[src/sv/prfr_pkg.sv]
package prfr_pkg;

    localparam logic [7:0] HDR1     = 8'hAA;
    localparam logic [7:0] HDR2     = 8'hFF;
    localparam logic [7:0] ID_READ  = 8'hE1;
    localparam logic [7:0] ID_WRITE = 8'hE2;
    localparam logic [7:0] ID_CHECK = 8'h00;

    localparam logic [7:0] PARAM_BODY_LEN = 8'd6;
    localparam logic [7:0] CHECK_BODY_LEN = 8'd3;
    localparam logic [4:0] PARAM_LEN      = 5'd12;
    localparam logic [4:0] CHECK_LEN      = 5'd9;

    localparam logic [15:0] PID_SPEED = 16'd1;
    localparam logic [15:0] PID_NONE  = 16'd2;

    localparam int CAP_DEPTH        = 6;
    localparam int QUEUE_DEPTH_DFLT = 2;

    typedef enum logic [2:0] {
        PH_HUNT    = 3'd0,
        PH_HDR2    = 3'd1,
        PH_IDENT   = 3'd2,
        PH_LEN     = 3'd3,
        PH_PAYLOAD = 3'd4,
        PH_SUM     = 3'd5,
        PH_ADD     = 3'd6
    } phase_t;

    typedef struct packed {
        logic               send_param;
        logic [15:0]        pid;
        logic [31:0]        value;
        logic [7:0]         ident;
        logic [7:0]         rx_sum;
        logic [7:0]         rx_add;
        logic signed [31:0] speed;
        logic               written;
    } job_t;

endpackage

[src/sv/prfr_front.sv]
module prfr_front
    import prfr_pkg::*;
(
    input  logic               clk,
    input  logic               rst_n,
    input  logic               accept,
    input  logic               req_type,
    input  logic [7:0]         rx_byte,
    input  logic signed [31:0] speed_in,
    output logic               push,
    output job_t               job
);

    phase_t      phase_reg, phase_next;
    logic [7:0]  len_reg, len_next;
    logic [7:0]  cnt_reg, cnt_next;
    logic [7:0]  ident_reg, ident_next;
    logic [7:0]  sum_reg, sum_next;
    logic [7:0]  add_reg, add_next;
    logic [7:0]  rxsum_reg, rxsum_next;
    logic [7:0]  cap_reg [CAP_DEPTH];
    logic [7:0]  cap_next [CAP_DEPTH];
    logic [31:0] speed_reg, speed_next;

    logic [7:0]  sum_acc, add_acc;
    logic [15:0] pid;
    logic [31:0] wr_value;
    logic [7:0]  cnt_inc;
    logic        good, is_write;

    assign sum_acc  = sum_reg + rx_byte;
    assign add_acc  = add_reg + sum_acc;
    assign cnt_inc  = cnt_reg + 8'd1;
    assign pid      = {cap_reg[1], cap_reg[0]};
    assign wr_value = {cap_reg[5], cap_reg[4], cap_reg[3], cap_reg[2]};
    assign good     = (sum_reg == rxsum_reg) && (add_reg == rx_byte);
    assign is_write = (ident_reg == ID_WRITE) && (pid == PID_SPEED);

    always_comb
    begin
        phase_next = phase_reg;
        len_next   = len_reg;
        cnt_next   = cnt_reg;
        ident_next = ident_reg;
        sum_next   = sum_reg;
        add_next   = add_reg;
        rxsum_next = rxsum_reg;
        speed_next = speed_reg;
        cap_next   = cap_reg;
        push       = 1'b0;
        if (accept && req_type)
        begin
            speed_next = speed_in;
        end
        else if (accept)
        begin
            unique case (phase_reg)
                PH_HUNT:
                begin
                    if (rx_byte == HDR1)
                    begin
                        sum_next   = rx_byte;
                        add_next   = rx_byte;
                        len_next   = 8'd0;
                        cnt_next   = 8'd0;
                        for (int i = 0; i < CAP_DEPTH; i++)
                        begin
                            cap_next[i] = 8'd0;
                        end
                        phase_next = PH_HDR2;
                    end
                end
                PH_HDR2:
                begin
                    if (rx_byte == HDR2)
                    begin
                        sum_next   = sum_acc;
                        add_next   = add_acc;
                        phase_next = PH_IDENT;
                    end
                    else
                    begin
                        phase_next = PH_HUNT;
                    end
                end
                PH_IDENT:
                begin
                    ident_next = rx_byte;
                    sum_next   = sum_acc;
                    add_next   = add_acc;
                    phase_next = PH_LEN;
                end
                PH_LEN:
                begin
                    len_next   = rx_byte;
                    cnt_next   = 8'd0;
                    sum_next   = sum_acc;
                    add_next   = add_acc;
                    phase_next = (rx_byte == 8'd0) ? PH_SUM : PH_PAYLOAD;
                end
                PH_PAYLOAD:
                begin
                    if (cnt_reg < 8'(CAP_DEPTH))
                    begin
                        cap_next[cnt_reg[2:0]] = rx_byte;
                    end
                    sum_next = sum_acc;
                    add_next = add_acc;
                    cnt_next = cnt_inc;
                    if (cnt_inc >= len_reg)
                    begin
                        phase_next = PH_SUM;
                    end
                end
                PH_SUM:
                begin
                    rxsum_next = rx_byte;
                    phase_next = PH_ADD;
                end
                PH_ADD:
                begin
                    phase_next = PH_HUNT;
                    if (good)
                    begin
                        push = 1'b1;
                        if (is_write)
                        begin
                            speed_next = wr_value;
                        end
                    end
                end
                default:
                begin
                    phase_next = PH_HUNT;
                end
            endcase
        end
    end

    always_comb
    begin
        job.send_param = (ident_reg == ID_READ) && (pid != PID_NONE);
        job.pid        = pid;
        job.value      = (pid == PID_SPEED) ? speed_reg : 32'd0;
        job.ident      = ident_reg;
        job.rx_sum     = rxsum_reg;
        job.rx_add     = rx_byte;
        job.speed      = is_write ? wr_value : speed_reg;
        job.written    = is_write;
    end

    always_ff @(posedge clk or negedge rst_n)
    begin
        if (!rst_n)
        begin
            phase_reg <= PH_HUNT;
            len_reg   <= 8'd0;
            cnt_reg   <= 8'd0;
            ident_reg <= 8'd0;
            sum_reg   <= 8'd0;
            add_reg   <= 8'd0;
            rxsum_reg <= 8'd0;
            speed_reg <= 32'd0;
            for (int i = 0; i < CAP_DEPTH; i++)
            begin
                cap_reg[i] <= 8'd0;
            end
        end
        else
        begin
            phase_reg <= phase_next;
            len_reg   <= len_next;
            cnt_reg   <= cnt_next;
            ident_reg <= ident_next;
            sum_reg   <= sum_next;
            add_reg   <= add_next;
            rxsum_reg <= rxsum_next;
            speed_reg <= speed_next;
            cap_reg   <= cap_next;
        end
    end

endmodule

[src/sv/prfr_queue.sv]
module prfr_queue
    import prfr_pkg::*;
#(
    parameter int DEPTH = QUEUE_DEPTH_DFLT
)
(
    input  logic clk,
    input  logic rst_n,
    input  logic push,
    input  job_t push_job,
    input  logic pop,
    output logic full,
    output logic head_valid,
    output job_t head_job
);

    localparam int PTR_W = (DEPTH > 1) ? $clog2(DEPTH) : 1;
    localparam int CNT_W = $clog2(DEPTH + 1);
    localparam logic [PTR_W-1:0] LAST_PTR = PTR_W'(DEPTH - 1);

    job_t             mem_reg [DEPTH];
    logic [PTR_W-1:0] wr_ptr_reg, rd_ptr_reg;
    logic [CNT_W-1:0] count_reg;

    assign full       = (count_reg == CNT_W'(DEPTH));
    assign head_valid = (count_reg != '0);
    assign head_job   = mem_reg[rd_ptr_reg];

    always_ff @(posedge clk)
    begin
        if (push)
        begin
            mem_reg[wr_ptr_reg] <= push_job;
        end
    end

    always_ff @(posedge clk or negedge rst_n)
    begin
        if (!rst_n)
        begin
            wr_ptr_reg <= '0;
            rd_ptr_reg <= '0;
            count_reg  <= '0;
        end
        else
        begin
            if (push)
            begin
                wr_ptr_reg <= (wr_ptr_reg == LAST_PTR) ? '0 : wr_ptr_reg + PTR_W'(1);
            end
            if (pop)
            begin
                rd_ptr_reg <= (rd_ptr_reg == LAST_PTR) ? '0 : rd_ptr_reg + PTR_W'(1);
            end
            if (push && !pop)
            begin
                count_reg <= count_reg + CNT_W'(1);
            end
            else if (pop && !push)
            begin
                count_reg <= count_reg - CNT_W'(1);
            end
        end
    end

endmodule

[src/sv/prfr_back.sv]
module prfr_back
    import prfr_pkg::*;
(
    input  logic               clk,
    input  logic               rst_n,
    input  logic               head_valid,
    input  job_t               head_job,
    output logic               pop,
    output logic               out_valid,
    input  logic               out_stall,
    output logic [7:0]         tx_byte,
    output logic               frame_end,
    output logic               run_last,
    output logic signed [31:0] speed_out,
    output logic               speed_written
);

    logic [4:0]  idx_reg;
    logic [7:0]  sc_reg, ac_reg;
    logic        out_valid_reg;
    logic [7:0]  tx_byte_reg;
    logic        frame_end_reg, run_last_reg, written_reg;
    logic [31:0] speed_reg;

    logic        load, is_param, body_pos, frame_last;
    logic [4:0]  local_idx, frame_len;
    logic [3:0]  fb;
    logic [7:0]  cur_byte, sc_base, ac_base, sc_new, ac_new;

    assign load      = head_valid && (!out_valid_reg || !out_stall);
    assign is_param  = head_job.send_param && (idx_reg < PARAM_LEN);
    assign local_idx = (head_job.send_param && !is_param) ? idx_reg - PARAM_LEN : idx_reg;
    assign fb        = local_idx[3:0];
    assign frame_len = is_param ? PARAM_LEN : CHECK_LEN;
    assign frame_last = (local_idx == frame_len - 5'd1);
    assign body_pos  = (local_idx < frame_len - 5'd2);

    always_comb
    begin
        cur_byte = 8'd0;
        if (is_param)
        begin
            unique case (fb)
                4'd0:    cur_byte = HDR1;
                4'd1:    cur_byte = HDR2;
                4'd2:    cur_byte = ID_READ;
                4'd3:    cur_byte = PARAM_BODY_LEN;
                4'd4:    cur_byte = head_job.pid[7:0];
                4'd5:    cur_byte = head_job.pid[15:8];
                4'd6:    cur_byte = head_job.value[7:0];
                4'd7:    cur_byte = head_job.value[15:8];
                4'd8:    cur_byte = head_job.value[23:16];
                4'd9:    cur_byte = head_job.value[31:24];
                4'd10:   cur_byte = sc_reg;
                default: cur_byte = ac_reg;
            endcase
        end
        else
        begin
            unique case (fb)
                4'd0:    cur_byte = HDR1;
                4'd1:    cur_byte = HDR2;
                4'd2:    cur_byte = ID_CHECK;
                4'd3:    cur_byte = CHECK_BODY_LEN;
                4'd4:    cur_byte = head_job.ident;
                4'd5:    cur_byte = head_job.rx_sum;
                4'd6:    cur_byte = head_job.rx_add;
                4'd7:    cur_byte = sc_reg;
                default: cur_byte = ac_reg;
            endcase
        end
    end

    assign sc_base = (fb == 4'd0) ? 8'd0 : sc_reg;
    assign ac_base = (fb == 4'd0) ? 8'd0 : ac_reg;
    assign sc_new  = sc_base + cur_byte;
    assign ac_new  = ac_base + sc_new;
    assign pop     = load && frame_last && !is_param;

    always_ff @(posedge clk or negedge rst_n)
    begin
        if (!rst_n)
        begin
            idx_reg       <= 5'd0;
            sc_reg        <= 8'd0;
            ac_reg        <= 8'd0;
            out_valid_reg <= 1'b0;
        end
        else
        begin
            if (load)
            begin
                idx_reg       <= pop ? 5'd0 : idx_reg + 5'd1;
                out_valid_reg <= 1'b1;
                if (body_pos)
                begin
                    sc_reg <= sc_new;
                    ac_reg <= ac_new;
                end
            end
            else if (!out_stall)
            begin
                out_valid_reg <= 1'b0;
            end
        end
    end

    always_ff @(posedge clk)
    begin
        if (load)
        begin
            tx_byte_reg   <= cur_byte;
            frame_end_reg <= frame_last;
            run_last_reg  <= frame_last && !is_param;
            speed_reg     <= head_job.speed;
            written_reg   <= head_job.written;
        end
    end

    assign out_valid     = out_valid_reg;
    assign tx_byte       = tx_byte_reg;
    assign frame_end     = frame_end_reg;
    assign run_last      = run_last_reg;
    assign speed_out     = speed_reg;
    assign speed_written = written_reg;

endmodule

[src/sv/param_frame_receiver_responder.sv]
// Serial parameter frame receiver and responder. Requests are taken one per cycle:
// a received byte or an external speed update. The parser checks 0xAA 0xFF framing
// and both 8-bit checksums; each frame that passes queues one reply job, which the
// reply generator turns into a 9-byte check frame, preceded by a 12-byte parameter
// frame for a read of ident 0xE1 unless the parameter id is 2. Reply bytes leave one
// per cycle through an output register while out_stall is low. The job being sent
// stays in the reply queue until its last byte, and the input is stalled while the
// queue is full (QUEUE_DEPTH jobs, the one being sent included). With the default
// depth and a free-running output this happens when a job arrives before the one
// ahead of it has sent all of its bytes. No clearing pass.
module param_frame_receiver_responder
    import prfr_pkg::*;
#(
    parameter int QUEUE_DEPTH = QUEUE_DEPTH_DFLT
)
(
    input  logic               clk,
    input  logic               rst_n,
    input  logic               in_valid,
    output logic               in_stall,
    input  logic               req_type,
    input  logic [7:0]         rx_byte,
    input  logic signed [31:0] speed_in,
    output logic               out_valid,
    input  logic               out_stall,
    output logic [7:0]         tx_byte,
    output logic               frame_end,
    output logic               run_last,
    output logic signed [31:0] speed_out,
    output logic               speed_written
);

    logic accept, push, pop, full, head_valid;
    job_t push_job, head_job;

    assign in_stall = full;
    assign accept   = in_valid && !full;

    prfr_front u_front (
        .clk      (clk),
        .rst_n    (rst_n),
        .accept   (accept),
        .req_type (req_type),
        .rx_byte  (rx_byte),
        .speed_in (speed_in),
        .push     (push),
        .job      (push_job)
    );

    prfr_queue #(
        .DEPTH (QUEUE_DEPTH)
    ) u_queue (
        .clk        (clk),
        .rst_n      (rst_n),
        .push       (push),
        .push_job   (push_job),
        .pop        (pop),
        .full       (full),
        .head_valid (head_valid),
        .head_job   (head_job)
    );

    prfr_back u_back (
        .clk           (clk),
        .rst_n         (rst_n),
        .head_valid    (head_valid),
        .head_job      (head_job),
        .pop           (pop),
        .out_valid     (out_valid),
        .out_stall     (out_stall),
        .tx_byte       (tx_byte),
        .frame_end     (frame_end),
        .run_last      (run_last),
        .speed_out     (speed_out),
        .speed_written (speed_written)
    );

    a_no_push_when_full: assert property (@(posedge clk) disable iff (!rst_n)
        push |-> !full)
        else $error("reply job pushed into a full queue");

    a_update_no_reply: assert property (@(posedge clk) disable iff (!rst_n)
        (accept && req_type) |-> !push)
        else $error("speed update produced a reply job");

    a_last_ends_frame: assert property (@(posedge clk) disable iff (!rst_n)
        (out_valid && run_last) |-> frame_end)
        else $error("last reply byte not at a frame end");

    a_pop_needs_job: assert property (@(posedge clk) disable iff (!rst_n)
        pop |-> head_valid)
        else $error("reply queue popped while empty");

endmodule

[config.mk]
export PLATFORM = sky130hd
export DESIGN_NAME = param_frame_receiver_responder
export DESIGN_NICKNAME = d
export VERILOG_FILES = /design/src/sv/prfr_pkg.sv /design/src/sv/prfr_front.sv /design/src/sv/prfr_queue.sv /design/src/sv/prfr_back.sv /design/src/sv/param_frame_receiver_responder.sv
export SDC_FILE = /design/constraint.sdc
export NUM_CORES = 1
export LEC_CHECK = 0
export BUFFER_PORTS_ARGS = -buffer_cell sky130_fd_sc_hd__buf_2
export CAP_MARGIN = 10
export CORE_MARGIN = 1.5
export CORE_UTILIZATION = 30
export DETAILED_ROUTE_END_ITERATION = 8
export GPL_TIMING_DRIVEN = 0
export HOLD_SLACK_MARGIN = 0.02
export PLACE_DENSITY = 0.45
export SLEW_MARGIN = 20
export SYNTH_ARGS = -nofsm -noshare
export SYNTH_HDL_FRONTEND = slang
export SYNTH_SLANG_ARGS = --single-unit
[constraint.sdc]
create_clock -name clk -period 8.85 [get_ports clk]
set_input_delay 1.3275 -clock clk [delete_from_list [all_inputs] [get_ports clk]]
set_output_delay 1.3275 -clock clk [all_outputs]
set_load 0.03 [all_outputs]
==> results of run 1 <==
[stage by stage]
stage	power, mW	instance area, sq um	instances	setup slack, ns
6_report	5.89	22000	2437	2.83
5_1_grt	6.20	22000	2437	2.46
4_1_cts	5.98	22000	2437	2.85
3_5_place_dp	3.99	20500	2349	2.86
3_3_place_gp	3.95	20200	2337	-1.41
2_1_floorplan	3.46	18700	1411	1.98
[per-layer routing]
layer  up-vias  wire (microns)  GRT usage (%)  share of wire, %
li1       5589               -              -                 -
met1      6023           23700           22.1                46
met2       231           25100           27.4                49
met3        78            1720           2.00               3.3
met4         0            1180           4.72               2.3
met5         -               0              0                 0
[worst paths after layout]
check / from / endpoint / slack (ns) / cells after the start
max in group asynchronous: rst_n / u_front.cnt_reg[3] / 7.28 / 3
min in group asynchronous: rst_n / u_back.out_valid / 0.54 / 1
setup reg to reg: u_queue.rd_ptr_reg / u_back.ac_reg[7] / 2.83 / 22
hold reg to reg: u_back.out_valid / u_back.out_valid / 0.49 / 2
hold / removal: u_back.out_valid / u_back.out_valid / 0.49 / 2
setup / recovery: u_queue.rd_ptr_reg / u_back.ac_reg[7] / 2.83 / 22
[where the power goes]
part / internal, mW / switching, mW
Clock: 1.15 / 0.810
Sequential: 2.26 / 0.119
Combinational: 0.576 / 0.980
[area by class of cell]
cell class | count | share of cell area, %
multi-input combinational | 906 | 30.7
inverter | 24 | 0.421
timing repair buffer | 101 | 3.14
clock buffer | 66 | 5.94
tap | 837 | 4.76
sequential | 412 | 52.7
buffer | 69 | 1.29
clock inverter | 22 | 1.10
[cell families (layout without fill, tap and decap cells)]
kind of cell	Yosys count	in the layout
xor gates and xnor gates	56	56
DFF	412	412
adders and majority gates	49	49
and+or+nand+nor	311	311
AOI/OAI and AO/OA	293	293
muxes	197	197
buffers and inverters	93	282
[Yosys cell counts, types with 3 or more instances]
library cell / instances
mux2_2: 103
nand4_1: 7
nor4_1: 17
o22ai_1: 20
a21o_1: 18
nand3_1: 8
nor2b_1: 11
dfrtp_1: 157
ha_1: 45
and2_1: 54
nand3b_1: 4
clkbuf_1: 52
a22oi_1: 4
inv_1: 23
fa_1: 4
xnor2_1: 38
nor3b_1: 3
o21a_1: 3
a211oi_1: 4
a22o_1: 62
and3_1: 3
nor2_1: 59
or3_1: 5
buf_2: 7
edfxtp_1: 255
o21ai_0: 85
o211ai_1: 11
o31ai_1: 5
o221ai_1: 5
xor2_1: 18
nor3_1: 23
nand2_1: 99
o21ai_1: 9
mux2i_1: 92
nand2b_1: 9
a21oi_1: 44
buf_1: 8
[cell usage in the layout (no fill, tap or decap), types with 11 or more instances in the layout]
master / instances
o22ai_1: 20
a21o_1: 18
inv_1: 22
nor2_1: 58
nor4_1: 17
ha_1: 45
edfxtp_1: 255
nand2_1: 99
xnor2_1: 38
nor3_1: 22
mux2i_1: 92
o21ai_0: 84
nor2b_1: 11
xor2_1: 18
a22o_1: 62
dfrtp_1: 157
mux2_2: 103
o211ai_1: 11
and2_1: 53
clkbuf_16: 47
a21oi_1: 44
clkbuf_1: 65
buf_2: 96
[worst max-delay path, delay by kind of cell (launching register included)]
family,cells,cell delay [ns]
AND/OR/NAND/NOR,6,1.64
buffers and inverters,2,0.63
flip-flops,1,0.37
multiplexers,2,0.39
adder cells (fa/ha/maj),3,0.94
AO/OA/AOI/OAI,8,1.73
XOR/XNOR,1,0.21
==> run_results.csv, run 1 <==
group,metric,value,unit
status,status,"finished clean",
worst_setup_path,cp_data_arrival_time,6.48,ns
place,port-buffer-count,89,
drt,drt_iter0_drc,693,
synth,yosysTopAreaCellShare,41.0,%
sta,min_period_over_period,68.0,%
final_layout,ff_latch_area,0.0116,sq mm
synth,yosysWarnings,0,
die,boundaryPins,90,
clocking,postCtsSetupBuffers,0,
drt,viasPerCell,4.89,
synth,synth_area,0.0187,sq mm
die,die_h,253,microns
worst_setup_path,max_stage_delay,0.63,ns
clocking,cts_sinks,412,
clocking,clockBufferDepth,3,
grt,grt_max_degree,84,
sta,slew-limit-headroom,24.8,%
place,place_hpwl,36.8,mm
grt,grt_pass1_vias,12200,
die,coreArea,0.0616,sq mm
grt,grt_usage,16.3,%
synth,synth_ff_type,"edfxtp_1",
worst_setup_path,start_kind,"register",
synth,synth-async-reset-ratio,38.1,%
sta,finalSetupTns,0,ns
final_layout,final_util,35.7,%
final_layout,n_fill_cell,6012,
synth,ys_types,65,
die,die_area,0.0638,sq mm
sta,fmax,166,MHz
final_layout,n_antenna_cell,0,
drt,drt_first_pass_iters,7,
final_layout,syn_to_final_growth,17.7,%
sta,slew_viol_final,0,
synth,synth-compound-area-share,10.4,%
drt,post_drt_wl_per_cell,21.2,microns
synth,synthesis.nets,1505,
pwr,peakVddDrop,0.000137,V
synth,ys_ff_latch,412,
clocking,clockRootBuffer,"clkbuf_16",
clocking,postCtsHoldBufs,0,
pwr,power_density,268,mW/mm^2
pwr,p_leak,8.64,nW
clocking,clk_pin_slew,0.06,ns
grt,grt_pass1_wl,77.9,mm
drt,routed-via-count,11900,
clocking,cts_tree,"yes",
worst_hold_path,hp-class,"register to register",
synth,synthXorXnorAreaFrac,2.62,%
grt,grt_remaining_overflow,0,
clocking,clk_latency,0.60,ns
flow_run,cap_violations,0,
synth,synth_edf_count,255,
worst_setup_path,crit_fanout,10,
worst_setup_path,crit_path_top_delay_cell,"nor4_1",
die,initial_utilization,30.4,%
sta,rsz0062_at_grt,"false",
synth,synthSimpleGateAreaFrac,8.26,%
synth,synthCells,1411,
drt,wl,51.7,mm
synth,yosys.area_share.adder,3.44,%
final_layout,largest_register_ffs,212,
clocking,cts_max_level,2,
worst_setup_path,required,9.32,ns
sta,setup_viol_count_final,0,
sta,tightest_slew,1.12,ns
die,fp.dieW,253,microns
sta,finalHoldViolations,0,
clocking,post_cts_resized,0,
synth,synthTopCellsByArea,"edfxtp_1 41%, dfrtp_1 21%, mux2_2 6.2%",
sta,finalClockSkew,0.0316,ns
final_layout,drive_gt1_share,18.4,%
place,place.gp.congestion,0.818,
worst_setup_path,critPathCaptureType,"register",
synth,yosysSeqAreaShare,62.0,%
grt,grt_antenna_before_repair,2,
final_layout,multi_input_area,0.00676,sq mm
synth,syn_avg_cell_area,13.3,sq um
synth,muxShareOfSynthArea,11.3,%
worst_setup_path,crit_type,"register to register",
clocking,cts_buffers,47,
synth,synth_top_family_by_area,"multiplexers",
drt,ant_nets,0,
drt,drc,0,
final_layout,fin_nets,1655,
synth,yosys.area.top_type,"edfxtp_1",
sta,timing.hold.ws,0.486,ns
die,num_rows,91,
worst_setup_path,crit_chain,"buf_6 > mux2i_2 > o21ai_0 > nand2_1 > nand2_1 > clkbuf_1 > o22ai_1 > nor4_1 > o211ai_1 > ha_1 > fa_1 > a21o_1 > a21oi_1 > o21bai_1 > a21oi_1 > xnor2_1 > ha_1 > nor4_1 > nor3_1 > nor2_1 > mux2i_1 > o211ai_1",
sta,period_minus_slack,6.02,ns
(Power assumes the default switching activity.)
==> run 2: changes to the inputs <==
- ABC_AREA: default -> 1
- PLACE_DENSITY: 0.45 -> 0.44
- clock period: 8.85 -> 6.25 ns (I/O delays scaled with it)
==> run_results.csv, run 2 <==
group,metric,value,unit
final_layout,largest_register_ffs,212,
grt,grt_usage,17.5,%
sta,finalSetupTns,0,ns
drt,drc,0,
worst_hold_path,hp-class,"primary input to asynchronous set/reset pin",
pwr,p_leak,9.35,nW
synth,yosysSeqAreaShare,61.6,%
worst_setup_path,critPathCaptureType,"register",
worst_setup_path,rrSetupSlack,0.64,ns
die,fp.dieW,253,microns
synth,synth-async-reset-ratio,38.1,%
sta,setup_viol_count_final,0,
grt,use_met3,2.79,%
worst_setup_path,required,6.73,ns
die,boundaryPins,90,
grt,grt_antenna_before_repair,1,
grt,grt_max_degree,92,
worst_setup_path,crit_type,"register to register",
synth,synthCells,1885,
clocking,postCtsHoldBufs,0,
sta,tightest_slew,1.11,ns
synth,synthesis.nets,1979,
worst_setup_path,start_kind,"register",
drt,drt_first_pass_iters,7,
grt,grt_pass1_vias,13900,
final_layout,layout_commonest_cell,"nand2_1",
clocking,cts_tree,"yes",
synth,yosysWarnings,0,
sta,rsz0062_at_grt,"false",
sta,timing.hold.ws,0.302,ns
synth,syn_avg_cell_area,9.98,sq um
die,initial_utilization,30.4,%
worst_setup_path,max_stage_delay,0.60,ns
clocking,cts_buffers,49,
sta,finalHoldViolations,0,
drt,drt_iter0_drc,965,
final_layout,final_cell_mix,"510 x nand2_1, 255 x edfxtp_1, 181 x inv_1",
grt,grt_util_met2,28.9,%
worst_setup_path,reg2reg_to,"u_back.ac_reg[7]",
place,place.gp.congestion,0.848,
sta,finalClockSkew,0.0215,ns
synth,synth_area,0.0188,sq mm
synth,synth_ff_type,"edfxtp_1",
drt,wl,55.4,mm
worst_setup_path,worst-path-buf-inv,5,
clocking,clockBufferDepth,3,
synth,synth_edf_count,255,
die,coreArea,0.0618,sq mm
place,port-buffer-count,89,
worst_setup_path,ff2ff_path_depth,22,
pwr,peakVddDrop,0.000271,V
sta,min_period_over_period,89.7,%
die,die_area,0.0642,sq mm
worst_setup_path,cp_top_family,"buffers and inverters",
status,status,"finished clean",
final_layout,final_util,36.1,%
clocking,clockRootBuffer,"clkbuf_16",
flow_run,cap_violations,0,
synth,yosysTopAreaCellShare,40.7,%
die,num_rows,91,
pwr,power_density,564,mW/mm^2
final_layout,drive_gt1_share,11.3,%
grt,grt_pass1_wl,84.6,mm
clocking,postCtsSetupBuffers,0,
synth,yosys.area.top_type,"edfxtp_1",
synth,synthTopCellsByArea,"edfxtp_1 41%, dfrtp_1 21%, nand2_1 10%",
final_layout,syn_to_final_growth,18.5,%
synth,ys_ff_latch,412,
clocking,cts_max_level,2,
drt,routed-via-count,13700,
drt,ant_nets,0,
place,post-place-ws,0.219,ns
grt,grt_busiest_layer,"met2",
grt,grt_remaining_overflow,0,
sta,slew-limit-headroom,25.2,%
synth,ys_types,54,
worst_setup_path,crit_path_top_delay_cell,"clkbuf_1",
worst_setup_path,r2r_start,"u_queue.rd_ptr_reg",
grt,use_met1,23.7,%
clocking,clk_pin_slew,0.06,ns
synth,ys_top_cells_by_count,"510 x nand2_1, 255 x edfxtp_1, 182 x inv_1",
sta,fmax,178,MHz
clocking,cts_sinks,412,
worst_setup_path,crit_top_cell,"nand3_1",
worst_setup_path,crit_chain,"buf_6 > inv_4 > clkbuf_1 > clkbuf_1 > clkbuf_2 > a21oi_1 > o31ai_1 > nand3_1 > ha_1 > fa_1 > a31oi_1 > nor2_1 > o21ai_0 > nand2_1 > xor2_1 > ha_1 > nand4_1 > o221ai_1 > xor2_1 > nand3_1 > nand3_1 > nand2_1",
sta,finalWorstSetupSlack,0.645,ns
sta,slew_viol_final,0,
worst_setup_path,crit_fanout,10,
place,place_hpwl,40.5,mm
clocking,clk_latency,0.60,ns
clocking,post_cts_resized,0,
drt,viasPerCell,4.72,
drt,post_drt_wl_per_cell,19.0,microns
final_layout,fin_nets,2131,
worst_setup_path,cp_data_arrival_time,6.09,ns
synth,yosysMostFrequentCell,"nand2_1",
die,die_h,253,microns
sta,period_minus_slack,5.61,ns
run 2: cell type report:
cell class	count	area, sq um
clock inverter	16	191
inverter	188	708
clock buffer	74	1480
timing repair buffer	101	748
antenna	1	2.50
tap	837	1050
sequential	412	11600
fill	6255	39500
multi-input combinational	1222	6260
buffer	63	275
run 2: how the worst max path moves through the flow:
stage,startpoint,endpoint,slack (ns),cells after the start
2_1_floorplan,rx_byte[7],u_queue.mem_reg[0][0],-0.54,7
3_3_place_gp,rx_byte[7],u_queue.mem_reg[1][28],-4.40,8
3_5_place_dp,u_queue.rd_ptr_reg,u_back.ac_reg[7],0.22,22
4_1_cts,u_queue.rd_ptr_reg,u_back.ac_reg[7],0.23,22
5_1_grt,u_back.idx_reg[1],u_back.ac_reg[7],0.31,25
6_report,u_queue.rd_ptr_reg,u_back.ac_reg[7],0.64,22
run 2: logic make-up after synthesis:
kind of cell / synth area share, %
multiplexers: 0.226
AND/OR/NAND/NOR: 17.2
AO/OA/AOI/OAI: 10.5
flip-flops: 61.6
XOR/XNOR: 1.82
buffers and inverters: 5.22
adder cells (fa/ha/maj): 3.42
run 2: power by group:
| group | internal, mW | switching [mW] | total [mW] |
|---|---|---|---|
| Sequential | 3.55 | 0.286 | 3.84 |
| Combinational | 1.88 | 3.92 | 5.80 |
| Clock | 1.76 | 1.18 | 2.94 |
run 2: worst register-to-register path, stage by stage (launching register included):
cell,delay [ns]
dfrtp_1,0.37
buf_6,0.14
inv_4,0.06
clkbuf_1,0.55
clkbuf_1,0.61
clkbuf_2,0.55
a21oi_1,0.08
o31ai_1,0.31
nand3_1,0.22
ha_1,0.28
fa_1,0.41
a31oi_1,0.27
nor2_1,0.06
o21ai_0,0.16
nand2_1,0.08
xor2_1,0.17
ha_1,0.35
nand4_1,0.11
o221ai_1,0.26
xor2_1,0.22
nand3_1,0.09
nand3_1,0.08
nand2_1,0.05
run 2: per-layer routing:
layer	routed length [microns]	share of wire (%)	vias up
met2	26200	47	256
met5	0	0	-
met1	25600	46	6691
met3	2170	3.9	90
li1	-	-	6706
met4	1540	2.8	0
run 2: stage by stage:
step	instance area, sq um	std cells	power, mW
final	22300	2914	12.6
after global routing	22300	2913	13.6
after CTS	22300	2913	12.7
after detailed placement	20600	2823	9.73
after global placement	20300	2811	9.63
after floorplan	18800	1885	7.97
